### src/rtl/edt_pkg.sv
// ----------------------------------------------------------------------------
// edt_pkg
// Types and constants shared by the escaped delimiter tokenizer modules.
// ----------------------------------------------------------------------------
package edt_pkg;

	localparam int NUM_DELIM_REGS = 4;
	localparam int QUEUE_DEPTH    = 4;

	localparam logic [7:0] SPACE_BYTE     = 8'h20;
	localparam logic [7:0] BACKSLASH_BYTE = 8'h5C;
	localparam logic [7:0] NUL_BYTE       = 8'h00;

	localparam logic [2:0] REG_DELIM_0      = 3'd0;
	localparam logic [2:0] REG_DELIM_1      = 3'd1;
	localparam logic [2:0] REG_DELIM_2      = 3'd2;
	localparam logic [2:0] REG_DELIM_3      = 3'd3;
	localparam logic [2:0] REG_DELIM_COUNT  = 3'd4;
	localparam logic [2:0] REG_PREFIX_CHAR  = 3'd5;
	localparam logic [2:0] REG_STRIP_PREFIX = 3'd6;
	localparam logic [2:0] REG_SKIP_EMPTY   = 3'd7;

	localparam logic KIND_BYTE = 1'b0;
	localparam logic KIND_END  = 1'b1;

	typedef struct packed {
		logic [7:0] in_byte;
		logic       end_of_string;
	} edt_in_t;

	typedef struct packed {
		logic       kind;
		logic [7:0] out_byte;
		logic       run_last;
	} edt_out_t;

	typedef struct packed {
		logic       has_byte;
		logic       has_end;
		logic [7:0] data;
	} edt_desc_t;

endpackage

### src/rtl/edt_front.sv
// ----------------------------------------------------------------------------
// edt_front
// Holds the configuration and the token state, classifies each byte and
// pushes a descriptor of its results into the queue when it has any.
// ----------------------------------------------------------------------------
module edt_front #(
	parameter int MAX_DELIMS = 4
) (
	input  logic             clk,
	input  logic             arst_n,
	input  logic             cfg_write,
	input  logic [2:0]       cfg_index,
	input  logic [7:0]       cfg_data,
	input  logic             in_valid,
	input  edt_pkg::edt_in_t in_data,
	input  logic             q_full,
	output logic             push,
	output edt_pkg::edt_desc_t desc
);
	import edt_pkg::*;

	localparam int NUM_DREG = (MAX_DELIMS < NUM_DELIM_REGS) ? MAX_DELIMS : NUM_DELIM_REGS;

	logic [7:0] delim_q [NUM_DREG];
	logic [2:0] delim_count_q;
	logic [7:0] prefix_q;
	logic       strip_q;
	logic       skip_q;

	logic esc_q, esc_d;
	logic bs_q, bs_d;
	logic tok_q, tok_d;

	logic [2:0] lim;
	logic       hit;
	logic       delim;
	logic       split;
	logic       emit;
	logic       ends;
	logic       end_out;
	logic       accept;
	logic [7:0] b;
	logic       eos;

	assign b      = in_data.in_byte;
	assign eos    = in_data.end_of_string;
	assign accept = in_valid && !q_full;

	always_ff @(posedge clk or negedge arst_n) begin
		if (!arst_n) begin
			for (int k = 0; k < NUM_DREG; k++) begin
				delim_q[k] <= (k == 0) ? SPACE_BYTE : NUL_BYTE;
			end
			delim_count_q <= 3'd1;
			prefix_q      <= NUL_BYTE;
			strip_q       <= 1'b1;
			skip_q        <= 1'b0;
		end else if (cfg_write) begin
			for (int k = 0; k < NUM_DREG; k++) begin
				if (cfg_index == 3'(k)) begin
					delim_q[k] <= cfg_data;
				end
			end
			case (cfg_index)
				REG_DELIM_COUNT:  delim_count_q <= cfg_data[2:0];
				REG_PREFIX_CHAR:  prefix_q      <= cfg_data;
				REG_STRIP_PREFIX: strip_q       <= cfg_data[0];
				REG_SKIP_EMPTY:   skip_q        <= cfg_data[0];
				default: ;
			endcase
		end
	end

	assign lim = (delim_count_q > 3'(NUM_DREG)) ? 3'(NUM_DREG) : delim_count_q;

	always_comb begin
		hit = 1'b0;
		for (int k = 0; k < NUM_DREG; k++) begin
			if ((3'(k) < lim) && (delim_q[k] == b)) begin
				hit = 1'b1;
			end
		end
	end

	assign delim = hit && !((b == SPACE_BYTE) && bs_q);

	always_comb begin
		split = 1'b0;
		emit  = 1'b0;
		esc_d = esc_q;
		if (prefix_q != NUL_BYTE) begin
			if (delim) begin
				if (!esc_q) begin
					split = 1'b1;
				end else begin
					esc_d = 1'b0;
					emit  = 1'b1;
				end
			end else if (b == prefix_q) begin
				if (esc_q) begin
					esc_d = 1'b0;
					emit  = 1'b1;
				end else begin
					esc_d = 1'b1;
					emit  = !strip_q;
				end
			end else begin
				esc_d = 1'b0;
				emit  = 1'b1;
			end
		end else if (delim) begin
			split = 1'b1;
		end else begin
			emit = 1'b1;
		end
		if (eos) begin
			esc_d = 1'b0;
			bs_d  = 1'b0;
		end else begin
			bs_d = (b == BACKSLASH_BYTE);
		end
	end

	assign ends    = split || eos;
	assign end_out = ends && (tok_q || emit || !skip_q || eos);
	assign tok_d   = ends ? 1'b0 : (tok_q || emit);

	always_ff @(posedge clk or negedge arst_n) begin
		if (!arst_n) begin
			esc_q <= 1'b0;
			bs_q  <= 1'b0;
			tok_q <= 1'b0;
		end else if (accept) begin
			esc_q <= esc_d;
			bs_q  <= bs_d;
			tok_q <= tok_d;
		end
	end

	assign push          = accept && (emit || end_out);
	assign desc.has_byte = emit;
	assign desc.has_end  = end_out;
	assign desc.data     = b;

endmodule

### src/rtl/edt_queue.sv
// ----------------------------------------------------------------------------
// edt_queue
// Short register queue of result descriptors between front and back.
// ----------------------------------------------------------------------------
module edt_queue (
	input  logic               clk,
	input  logic               arst_n,
	input  logic               push,
	input  edt_pkg::edt_desc_t push_desc,
	input  logic               pop,
	output edt_pkg::edt_desc_t head,
	output logic               full,
	output logic               empty
);
	import edt_pkg::*;

	localparam int PW = $clog2(QUEUE_DEPTH);

	edt_desc_t         mem [QUEUE_DEPTH];
	logic [PW-1:0]     wr_ptr_q;
	logic [PW-1:0]     rd_ptr_q;
	logic [PW:0]       count_q;

	assign full  = (count_q == (PW+1)'(QUEUE_DEPTH));
	assign empty = (count_q == '0);
	assign head  = mem[rd_ptr_q];

	always_ff @(posedge clk) begin
		if (push) begin
			mem[wr_ptr_q] <= push_desc;
		end
	end

	always_ff @(posedge clk or negedge arst_n) begin
		if (!arst_n) begin
			wr_ptr_q <= '0;
			rd_ptr_q <= '0;
			count_q  <= '0;
		end else begin
			if (push) begin
				wr_ptr_q <= wr_ptr_q + 1'b1;
			end
			if (pop) begin
				rd_ptr_q <= rd_ptr_q + 1'b1;
			end
			case ({push, pop})
				2'b10:   count_q <= count_q + 1'b1;
				2'b01:   count_q <= count_q - 1'b1;
				default: count_q <= count_q;
			endcase
		end
	end

endmodule

### src/rtl/edt_back.sv
// ----------------------------------------------------------------------------
// edt_back
// Expands queued descriptors into result requests through an output register.
// ----------------------------------------------------------------------------
module edt_back (
	input  logic               clk,
	input  logic               arst_n,
	input  edt_pkg::edt_desc_t head,
	input  logic               empty,
	output logic               pop,
	output logic               out_valid,
	input  logic               out_stall,
	output edt_pkg::edt_out_t  out_data
);
	import edt_pkg::*;

	logic      out_valid_q, out_valid_d;
	edt_out_t  out_q, out_d;
	logic      phase_q, phase_d;
	logic      load;

	assign load = !out_valid_q || !out_stall;

	always_comb begin
		out_valid_d = out_valid_q;
		out_d       = out_q;
		phase_d     = phase_q;
		pop         = 1'b0;
		if (load) begin
			out_valid_d = !empty;
			if (!empty) begin
				if (!phase_q && head.has_byte) begin
					out_d.kind     = KIND_BYTE;
					out_d.out_byte = head.data;
					out_d.run_last = !head.has_end;
					if (head.has_end) begin
						phase_d = 1'b1;
					end else begin
						pop = 1'b1;
					end
				end else begin
					out_d.kind     = KIND_END;
					out_d.out_byte = NUL_BYTE;
					out_d.run_last = 1'b1;
					phase_d        = 1'b0;
					pop            = 1'b1;
				end
			end
		end
	end

	always_ff @(posedge clk or negedge arst_n) begin
		if (!arst_n) begin
			out_valid_q <= 1'b0;
			phase_q     <= 1'b0;
		end else begin
			out_valid_q <= out_valid_d;
			phase_q     <= phase_d;
		end
	end

	always_ff @(posedge clk) begin
		out_q <= out_d;
	end

	assign out_valid = out_valid_q;
	assign out_data  = out_q;

endmodule

### src/rtl/escaped_delimiter_tokenizer_unit.sv
// ----------------------------------------------------------------------------
// escaped_delimiter_tokenizer_unit
// Splits a byte stream into tokens at configured delimiters with escaping.
//
// Input channel in_valid/in_stall/in_data carries one byte and its
// end-of-string flag per request. Output channel out_valid/out_stall/
// out_data carries token bytes and token-end marks; run_last flags the
// last result of an input byte. A byte may cause zero, one or two results.
// Results of a byte pass through the descriptor queue and the output register.
// Throughput: one byte per cycle while the queue is not full; a byte with two
// results holds the output register for each; the four-entry queue absorbs
// that. in_stall rises only when the queue is full, so a stalled receiver
// backs up through the queue after four pending descriptors.
// Configuration: cfg_write with cfg_index/cfg_data, only while idle.
// Reset: delimiter 0 is space and the only one active, escaping off, strip
// mode on, empty tokens kept; the token state and queue are cleared.
// ----------------------------------------------------------------------------
module escaped_delimiter_tokenizer_unit #(
	parameter int MAX_DELIMS = 4
) (
	input  logic              clk,
	input  logic              arst_n,
	input  logic              cfg_write,
	input  logic [2:0]        cfg_index,
	input  logic [7:0]        cfg_data,
	input  logic              in_valid,
	output logic              in_stall,
	input  edt_pkg::edt_in_t  in_data,
	output logic              out_valid,
	input  logic              out_stall,
	output edt_pkg::edt_out_t out_data
);
	import edt_pkg::*;

	logic      push;
	logic      pop;
	logic      q_full;
	logic      q_empty;
	edt_desc_t push_desc;
	edt_desc_t head;

	assign in_stall = q_full;

	edt_front #(.MAX_DELIMS(MAX_DELIMS)) u_front (
		.clk       (clk),
		.arst_n    (arst_n),
		.cfg_write (cfg_write),
		.cfg_index (cfg_index),
		.cfg_data  (cfg_data),
		.in_valid  (in_valid),
		.in_data   (in_data),
		.q_full    (q_full),
		.push      (push),
		.desc      (push_desc)
	);

	edt_queue u_queue (
		.clk       (clk),
		.arst_n    (arst_n),
		.push      (push),
		.push_desc (push_desc),
		.pop       (pop),
		.head      (head),
		.full      (q_full),
		.empty     (q_empty)
	);

	edt_back u_back (
		.clk       (clk),
		.arst_n    (arst_n),
		.head      (head),
		.empty     (q_empty),
		.pop       (pop),
		.out_valid (out_valid),
		.out_stall (out_stall),
		.out_data  (out_data)
	);

	a_end_is_last: assert property (@(posedge clk) disable iff (!arst_n)
		out_valid && out_data.kind == KIND_END |-> out_data.run_last && out_data.out_byte == NUL_BYTE)
		else $error("token end not last or carries data");

	a_byte_then_end: assert property (@(posedge clk) disable iff (!arst_n)
		out_valid && !out_stall && !out_data.run_last |=> out_valid && out_data.kind == KIND_END)
		else $error("non-last token byte not followed by token end");

	a_stall_after_push: assert property (@(posedge clk) disable iff (!arst_n)
		$rose(in_stall) |-> $past(push))
		else $error("queue filled without a push");

	a_pop_nonempty: assert property (@(posedge clk) disable iff (!arst_n)
		pop |-> !q_empty)
		else $error("pop from empty queue");

endmodule
### config.mk
export PLATFORM = sky130hd
export DESIGN_NAME = escaped_delimiter_tokenizer_unit
export DESIGN_NICKNAME = d
export VERILOG_FILES = /design/src/rtl/edt_pkg.sv /design/src/rtl/edt_front.sv /design/src/rtl/edt_queue.sv /design/src/rtl/edt_back.sv /design/src/rtl/escaped_delimiter_tokenizer_unit.sv
export SDC_FILE = /design/constraint.sdc
export NUM_CORES = 1
export LEC_CHECK = 0
export BUFFER_PORTS_ARGS = -buffer_cell sky130_fd_sc_hd__buf_2
export CAP_MARGIN = 10
export CORE_AREA = 10 10 105 107
export CTS_BUF_LIST = sky130_fd_sc_hd__clkbuf_2 sky130_fd_sc_hd__clkbuf_4 sky130_fd_sc_hd__clkbuf_8
export CTS_CLUSTER_SIZE = 28
export DETAILED_ROUTE_END_ITERATION = 6
export DIE_AREA = 0 0 115 117
export PLACE_DENSITY = 0.73
export RECOVER_POWER = 50
export SETUP_SLACK_MARGIN = 0.02
export SYNTH_ARGS = -nofsm -noshare
export SYNTH_HDL_FRONTEND = slang
export SYNTH_SLANG_ARGS = --single-unit
### constraint.sdc
create_clock -name clk -period 3.5 [get_ports clk]
set_input_delay 0.35 -clock clk [delete_from_list [all_inputs] [get_ports clk]]
set_output_delay 0.35 -clock clk [all_outputs]
set_load 0.02 [all_outputs]
==> flow_summary_export.csv, run 1 <==
group,metric,value,unit
setup_path,cpMaxStageDelayCell,"dfrtp_1",
timing,grt_setup_unrepaired,"no",
timing,timing.final.setup_violations,0,
global_route,grt.total_usage,14.6,%
clock_network,cts.clk_slew.worst_paths,0.10,ns
setup_path,cp_slowest_stage_delay,0.42,ns
floorplanning,fp.dieW,115,um
timing,final.min_clock_period,2.91,ns
setup_path,critical_path_arrival,3.21,ns
timing,fmaxAchievable,343,MHz
placement,io_buffers,36,
finish,filler_cell_count,731,
clock_network,cts_sinks,107,
clock_network,cts-htree-levels,3,
yosys,synthMostInstantiatedCell,"dfrtp_1",
routing,final_antenna_net_count,0,
floorplanning,initial_utilization,53.6,%
clock_network,numCtsBuffers,9,
yosys,synth_common_cells,"dfrtp_1, edfxtp_1, mux2_2",
yosys,yosysSeqAreaShare,60.6,%
yosys,post_synth_edffs,50,
finish,design.final.nets,393,
floorplanning,die_height,117,um
global_route,via_count_of_the_first_global_routing_pass,2783,
worst_hold_path,count_of_cells_along_the_worst_hold_path,3,
yosys,post_synth_inst_count,320,
yosys,synthesized_netlist_net_count,351,
placement,dpl.cell_count,461,
timing,period_share,83.2,%
power,ratio_of_total_power_to_cell_area,684,nW/um2
clock_network,ctsRootBufferMaster,"clkbuf_8",
timing,timing.final.max_slew_violations,0,
routing,first_iter_violations,154,
yosys,async_reset_ff_share,53.3,%
flow_run,drv.max_cap_violation_count,0,
finish,regArea,2930,um2
routing,vias,2649,
yosys,synth.ff_latch_count,107,
setup_path,worst_setup_path_start_kind,"register",
floorplanning,core_area,9020,um2
routing,vias_cell,5.54,
setup_path,worstPathRequired,3.80,ns
floorplanning,die_area,13500,um2
setup_path,path_cells,"nor4_1, nand2_1, a21o_2, a2111oi_4, a211oi_4, inv_1, ha_1, inv_1, fa_1, xor2_1, nor2_1, xor2_1",
setup_path,r2r_worst_path_depth,12,
power,irDropWorstVdd,234,uV
finish,final_antenna_diode_count,0,
routing,detailedRoute.firstPassIterationCount,5,
global_route,antenna_violations_before_repair,0,
yosys,post_synth_num_cell_types,43,
setup_path,worst_reg2reg_setup_slack,0.59,ns
finish,area_delta_synth_final,9.21,%
yosys,synth_area,4840,um2
setup_path,timing.rr.end,"u_queue.count_q[2]",
timing,hold_violations,0,
timing,slew_headroom,9.37,%
clock_network,post-cts-setup-buffers,0,
yosys,ys_top_cells_by_area,"edfxtp_1, dfrtp_1, mux2_2",
setup_path,path_class,"reg2reg",
worst_hold_path,min_to,"u_back.out_valid",
setup_path,worstPathMaxFanout,7,
global_route,grt_pass1_wl,15200,um
worst_hold_path,hold_start,"out_stall",
yosys,avgSynthCellArea,15.1,um2
clock_network,clk_path_buf_depth,2,
clock_network,cts_tree,"yes",
yosys,post-synth-top-area-fraction,31.0,%
yosys,synth_flop_cell,"dfrtp_1",
timing,fin_setup_tns,0,ns
global_route,grt_start_max_net_pins,33,
clock_network,worst_skew_pair.late_latency,0.37,ns
global_route,grt_overflow,0,
floorplanning,rows,35,
finish,multi_input_comb_area,1790,um2
setup_path,critPathCaptureType,"register",
routing,detail_route.wirelength,9060,um
timing,max_slew.worst_pin.slew,1.36,ns
timing,timing.clock.skew,0.00876,ns
setup_path,crit-reg2reg-launch,"u_front.prefix_q[0]",
yosys,syn_warnings,0,
finish,final_layout_size_suffix_gt1_share,27.8,%
floorplanning,top_level_ports,37,
power,p_leak,2.00,nW
worst_hold_path,timing.hold.worst.class,"in2reg",
yosys,synth_top_cell_by_area,"edfxtp_1",
run_status,status,"finished, final reports clean",
placement,place_hpwl,6750,um
routing,route.detailed.drc,0,
finish,layout.cells.non_filler,478,
placement,place_congestion,0.865,
routing,wl_per_cell,18.9,um
-- how the worst max path moves through the flow --
stage / start / endpoint / slack [ns] / cells after the start
floorplan: in_data[4] / u_queue.count_q[2] / 0.73 / 13
global placement: in_data[5] / u_queue.count_q[2] / 0.52 / 13
detailed placement: in_data[4] / u_queue.count_q[2] / 0.45 / 14
CTS: u_queue.rd_ptr_q[0] / u_queue.count_q[2] / 0.55 / 10
global route: in_data[4] / u_queue.count_q[2] / 0.35 / 14
finish: u_front.prefix_q[0] / u_queue.count_q[2] / 0.59 / 12
-- metrics by stage --
| stage | util (%) | hold WS, ns | cell area [um2] | total power, mW | worst slack, ns |
|---|---|---|---|---|---|
| finish | 58.5 | 0.181 | 5280 | 3.61 | 0.587 |
| floorplan | - | 0.0544 | 4840 | 2.65 | 0.731 |
| CTS | 59.0 | 0.167 | 5320 | 3.67 | 0.546 |
| detailed placement | 56.8 | 0.370 | 5120 | 2.96 | 0.445 |
| global placement | 56.8 | 0.370 | 5120 | 2.93 | 0.519 |
| global route | 58.5 | 0.185 | 5280 | 3.84 | 0.352 |
-- worst max-delay path: cells and delay by family (launching register included) --
family,cells,cell delay [ns]
flops,1,0.42
simple gates,3,0.68
xor+xnor,2,0.30
buf+inv,2,0.14
fa+ha+maj,2,0.55
compound gates,3,0.76
-- layer usage --
| layer | wire, um | global-route usage, % | up-vias |
|---|---|---|---|
| met2 | 4420 | 23.6 | 53 |
| met5 | 0 | 0 | - |
| met4 | 93 | 4.37 | 0 |
| met3 | 372 | 3.57 | 9 |
| met1 | 4170 | 19.1 | 1349 |
| li1 | - | - | 1238 |
-- timing repair --
item | CTS | global route
resized for setup | 0 | 0
hold endpoints to repair | 22 | 0
hold buffers | 1 | 0
-- logic make-up after synthesis --
logic type / Yosys count / synth area share [%]
AOI/OAI and AO/OA: 15 / 3.00
DFF: 107 / 60.6
buffers and inverters: 21 / 2.38
and+or+nand+nor: 67 / 8.07
adders and majority gates: 6 / 1.71
muxes: 58 / 15.9
xor gates and xnor gates: 46 / 8.33
-- flip-flops by register name, indices dropped and copies added, names as in the netlist --
name / cells
u_back.phase_q: 1
u_front.bs_q: 1
u_front.delim_count_q: 3
u_queue.rd_ptr_q: 2
u_front.tok_q: 1
u_front.delim_q: 32
u_front.strip_q: 1
u_front.esc_q: 1
u_queue.wr_ptr_q: 2
u_queue.count_q: 3
u_back.out_data: 10
u_front.skip_q: 1
u_queue.mem: 40
u_back.out_valid: 1
u_front.prefix_q: 8
-- layout by cell type (no fill, tap or decap), types with 7 or more instances in the layout --
| master | synthesis | layout |
|---|---|---|
| buf_2 | 5 | 17 |
| clkbuf_1 | 3 | 23 |
| clkbuf_8 | 0 | 10 |
| dfrtp_1 | 54 | 54 |
| edfxtp_1 | 50 | 50 |
| inv_1 | 8 | 8 |
| mux2_2 | 46 | 46 |
| mux4_2 | 10 | 10 |
| nand2_1 | 7 | 7 |
| nor2_1 | 10 | 10 |
| nor2b_1 | 10 | 10 |
| nor3_1 | 8 | 8 |
| xnor2_1 | 18 | 18 |
| xor2_1 | 28 | 28 |
-- area by class of cell --
| type | count | share of cell area [%] |
|---|---|---|
| Clock buffer | 10 | 2.61 |
| Clock inverter | 6 | 0.948 |
| Inverter | 8 | 0.569 |
| Multi-Input combinational cell | 192 | 33.9 |
| Sequential cell | 107 | 55.5 |
| Tap cell | 111 | 2.63 |
| Timing Repair Buffer | 44 | 3.86 |
-- where the power goes --
part / switching, mW / internal (mW) / total (mW)
clock: 0.429 / 0.286 / 0.715
sequential: 0.177 / 1.69 / 1.86
combinational: 0.545 / 0.489 / 1.03
total: 1.15 / 2.46 / 3.61
Note: power is estimated with default switching activity, not from simulation.
==> inputs of run 2 (changes only) <==
==> constraint.sdc (replaced) <==
create_clock -name clk -period 3 [get_ports clk]
set_input_delay 0.3 -clock clk [delete_from_list [all_inputs] [get_ports clk]]
set_output_delay 0.3 -clock clk [all_outputs]
set_load 0.02 [all_outputs]
==> run 2 against run 1 <==
- the flow now finishes with violations (max-capacitance violations, max-slew violations)
- non-clock buffer count rose by 10
- sequential power rose by 17%
- combinational power increased by 23%
- design area increased by 1.2%
- first-iteration DRC count down 16%
- sequential share of layout area down 0.66 points
- setup slack worse by 0.37 ns
- hold slack lost 0.057 ns
- global-route usage down 0.25 points
- critical path type unchanged
- highest routed layer unchanged
==> flow_summary_export.csv, run 2 (same netlist as run 1, synthesis figures left out) <==
group,metric,value,unit
timing,fmaxAchievable,359,MHz
placement,placed_area,5200,um2
run_status,status,"finished with violations",
worst_hold_path,hold_start,"out_stall",
run_status,violations,"max-capacitance violations, max-slew violations",
finish,regArea,2930,um2
flow_run,drv.max_cap_violation_count,1,
setup_path,crit_top_cell,"xor2_1",
global_route,antenna_violations_before_repair,0,
clock_network,cts-htree-levels,3,
timing,period_share,92.9,%
timing,grt_setup_unrepaired,"no",
finish,layout_commonest_cell,"dfrtp_1",
routing,final_antenna_net_count,0,
setup_path,startpoint,"u_front.delim_q[3]",
setup_path,worstPathMaxFanout,4,
timing,max_slew.worst_pin.slew,2.32,ns
global_route,via_count_of_the_first_global_routing_pass,2821,
timing,timing.clock.skew,0.0111,ns
routing,detail_route.wirelength,9080,um
floorplanning,core_area,9020,um2
timing,slew_headroom,-54.5,%
floorplanning,rows,35,
clock_network,worst_skew_pair.late_latency,0.37,ns
setup_path,critical_path_arrival,3.08,ns
setup_path,critPathCaptureType,"register",
global_route,grt.total_usage,14.3,%
finish,finished_core_util,59.3,%
floorplanning,fp.dieW,115,um
power,irDropWorstVdd,273,uV
routing,wl_per_cell,18.6,um
global_route,grt_pass1_wl,14900,um
placement,place_hpwl,6820,um
placement,io_buffers,36,
timing,timing.final.setup_violations,0,
setup_path,cell_family_with_most_cp_delay,"compound AO/OA/AOI/OAI gates",
setup_path,path_class,"reg2reg",
setup_path,cp_slowest_stage_delay,0.41,ns
setup_path,cpMaxStageDelayCell,"dfrtp_1",
clock_network,post-cts-setup-buffers,0,
floorplanning,initial_utilization,53.6,%
clock_network,cts_hold_buffers,0,
setup_path,path_cells,"xor2_1, nor4_1, nand4_1, o41a_4, a2111oi_4, a211oi_4, inv_1, ha_1, inv_1, fa_1, xor2_1, nor2_1, xor2_1",
routing,vias,2699,
worst_hold_path,timing.hold.worst.class,"in2reg",
power,p_leak,2.06,nW
power,ratio_of_total_power_to_cell_area,796,nW/um2
timing,hold_violations,0,
floorplanning,die_area,13500,um2
timing,fin_setup_tns,0,ns
routing,route.detailed.drc,0,
finish,area_delta_synth_final,10.5,%
clock_network,cts_repair_resize_count,0,
finish,final_layout_size_suffix_gt1_share,31.0,%
finish,design.final.nets,403,
finish,multi_input_comb_area,1790,um2
finish,largest_register_ffs,40,
clock_network,cts_sinks,107,
clock_network,cts.clk_slew.worst_paths,0.11,ns
clock_network,cts_tree,"yes",
finish,final_cell_mix,"dfrtp_1, edfxtp_1, mux2_2, xor2_1, buf_2",
finish,layout_cell_area_excl_fill,5350,um2
finish,filler_cell_count,720,
finish,largest_register,"u_queue.mem",
floorplanning,top_level_ports,37,
timing,final.min_clock_period,2.79,ns
setup_path,crit-reg2reg-launch,"u_front.delim_q[3]",
setup_path,critical_path_buf_inv_count,2,
setup_path,worstPathRequired,3.29,ns
finish,final_antenna_diode_count,0,
clock_network,numCtsBuffers,9,
routing,detailedRoute.firstPassIterationCount,4,
floorplanning,die_height,117,um
routing,vias_cell,5.53,
placement,place_congestion,0.812,
setup_path,worst_setup_path_start_kind,"register",
clock_network,clk_path_buf_depth,2,
global_route,grt_start_max_net_pins,45,
clock_network,ctsRootBufferMaster,"clkbuf_8",
global_route,grt_overflow,0,
routing,first_iter_violations,129,
timing,timing.final.max_slew_violations,45,
==> run 2: changes by cell type in the layout (fill, tap and decap cells not counted), sizes merged <==
cell         delta
dlygate4sd3     -1
clkinvlp        +1
clkbuf          -4
buf            +15
clkinv          -1
==> run 2: metrics by stage <==
stage | setup WS, ns | total power, mW | hold slack (ns) | std cells
CTS | 0.138 | 4.32 | 0.101 | 488
finish | 0.214 | 4.26 | 0.125 | 488
detailed placement | 0.0251 | 3.50 | 0.474 | 472
global placement | 0.125 | 3.45 | 0.461 | 472
floorplan | 0.281 | 3.09 | 0.00441 | 320
global route | 0.0353 | 4.52 | 0.117 | 488
==> run 2: worst paths after layout <==
| path | endpoint | slack, ns | cells after the start |
|---|---|---|---|
| hold / removal | u_back.out_valid | 0.12 | 3 |
| min in group asynchronous | u_front.delim_q[16] | 0.62 | 1 |
| setup / recovery | u_queue.count_q[2] | 0.21 | 13 |
| hold reg to reg | u_front.tok_q | 0.49 | 1 |
| setup reg to reg | u_queue.count_q[2] | 0.21 | 13 |
| max in group asynchronous | u_queue.count_q[2] | 0.75 | 2 |
==> run 2: layout make-up <==
class,count,area share (%)
clock inverters,6,0.983
flip-flops and latches,107,54.8
clock buffers,10,2.46
inverters,8,0.562
multi-input cells,192,33.5
well taps,111,2.60
repair buffers,54,5.08
==> run 2: worst register-to-register path, delay by kind of cell (launching register included) <==
| family | cells | cell delay (ns) |
|---|---|---|
| adder cells (fa/ha/maj) | 2 | 0.54 |
| flip-flops | 1 | 0.41 |
| AND/OR/NAND/NOR | 3 | 0.57 |
| AO/OA/AOI/OAI | 3 | 0.61 |
| XOR/XNOR | 3 | 0.46 |
| buffers and inverters | 2 | 0.13 |
==> run 2: per-layer routing <==
layer  share of wire [%]  up-vias  global-route usage, %
li1                    -     1256                      -
met4                0.99        0                   4.62
met1                  44     1387                   18.2
met2                  50       47                   23.8
met3                 4.8        9                   3.21
met5                   0        -                      0
==> run 2: power breakdown <==
group / total [mW] / internal [mW] / switching, mW
Sequential: 2.17 / 1.96 / 0.205
Combinational: 1.27 / 0.623 / 0.643
Clock: 0.821 / 0.321 / 0.500
Total: 4.26 / 2.91 / 1.35
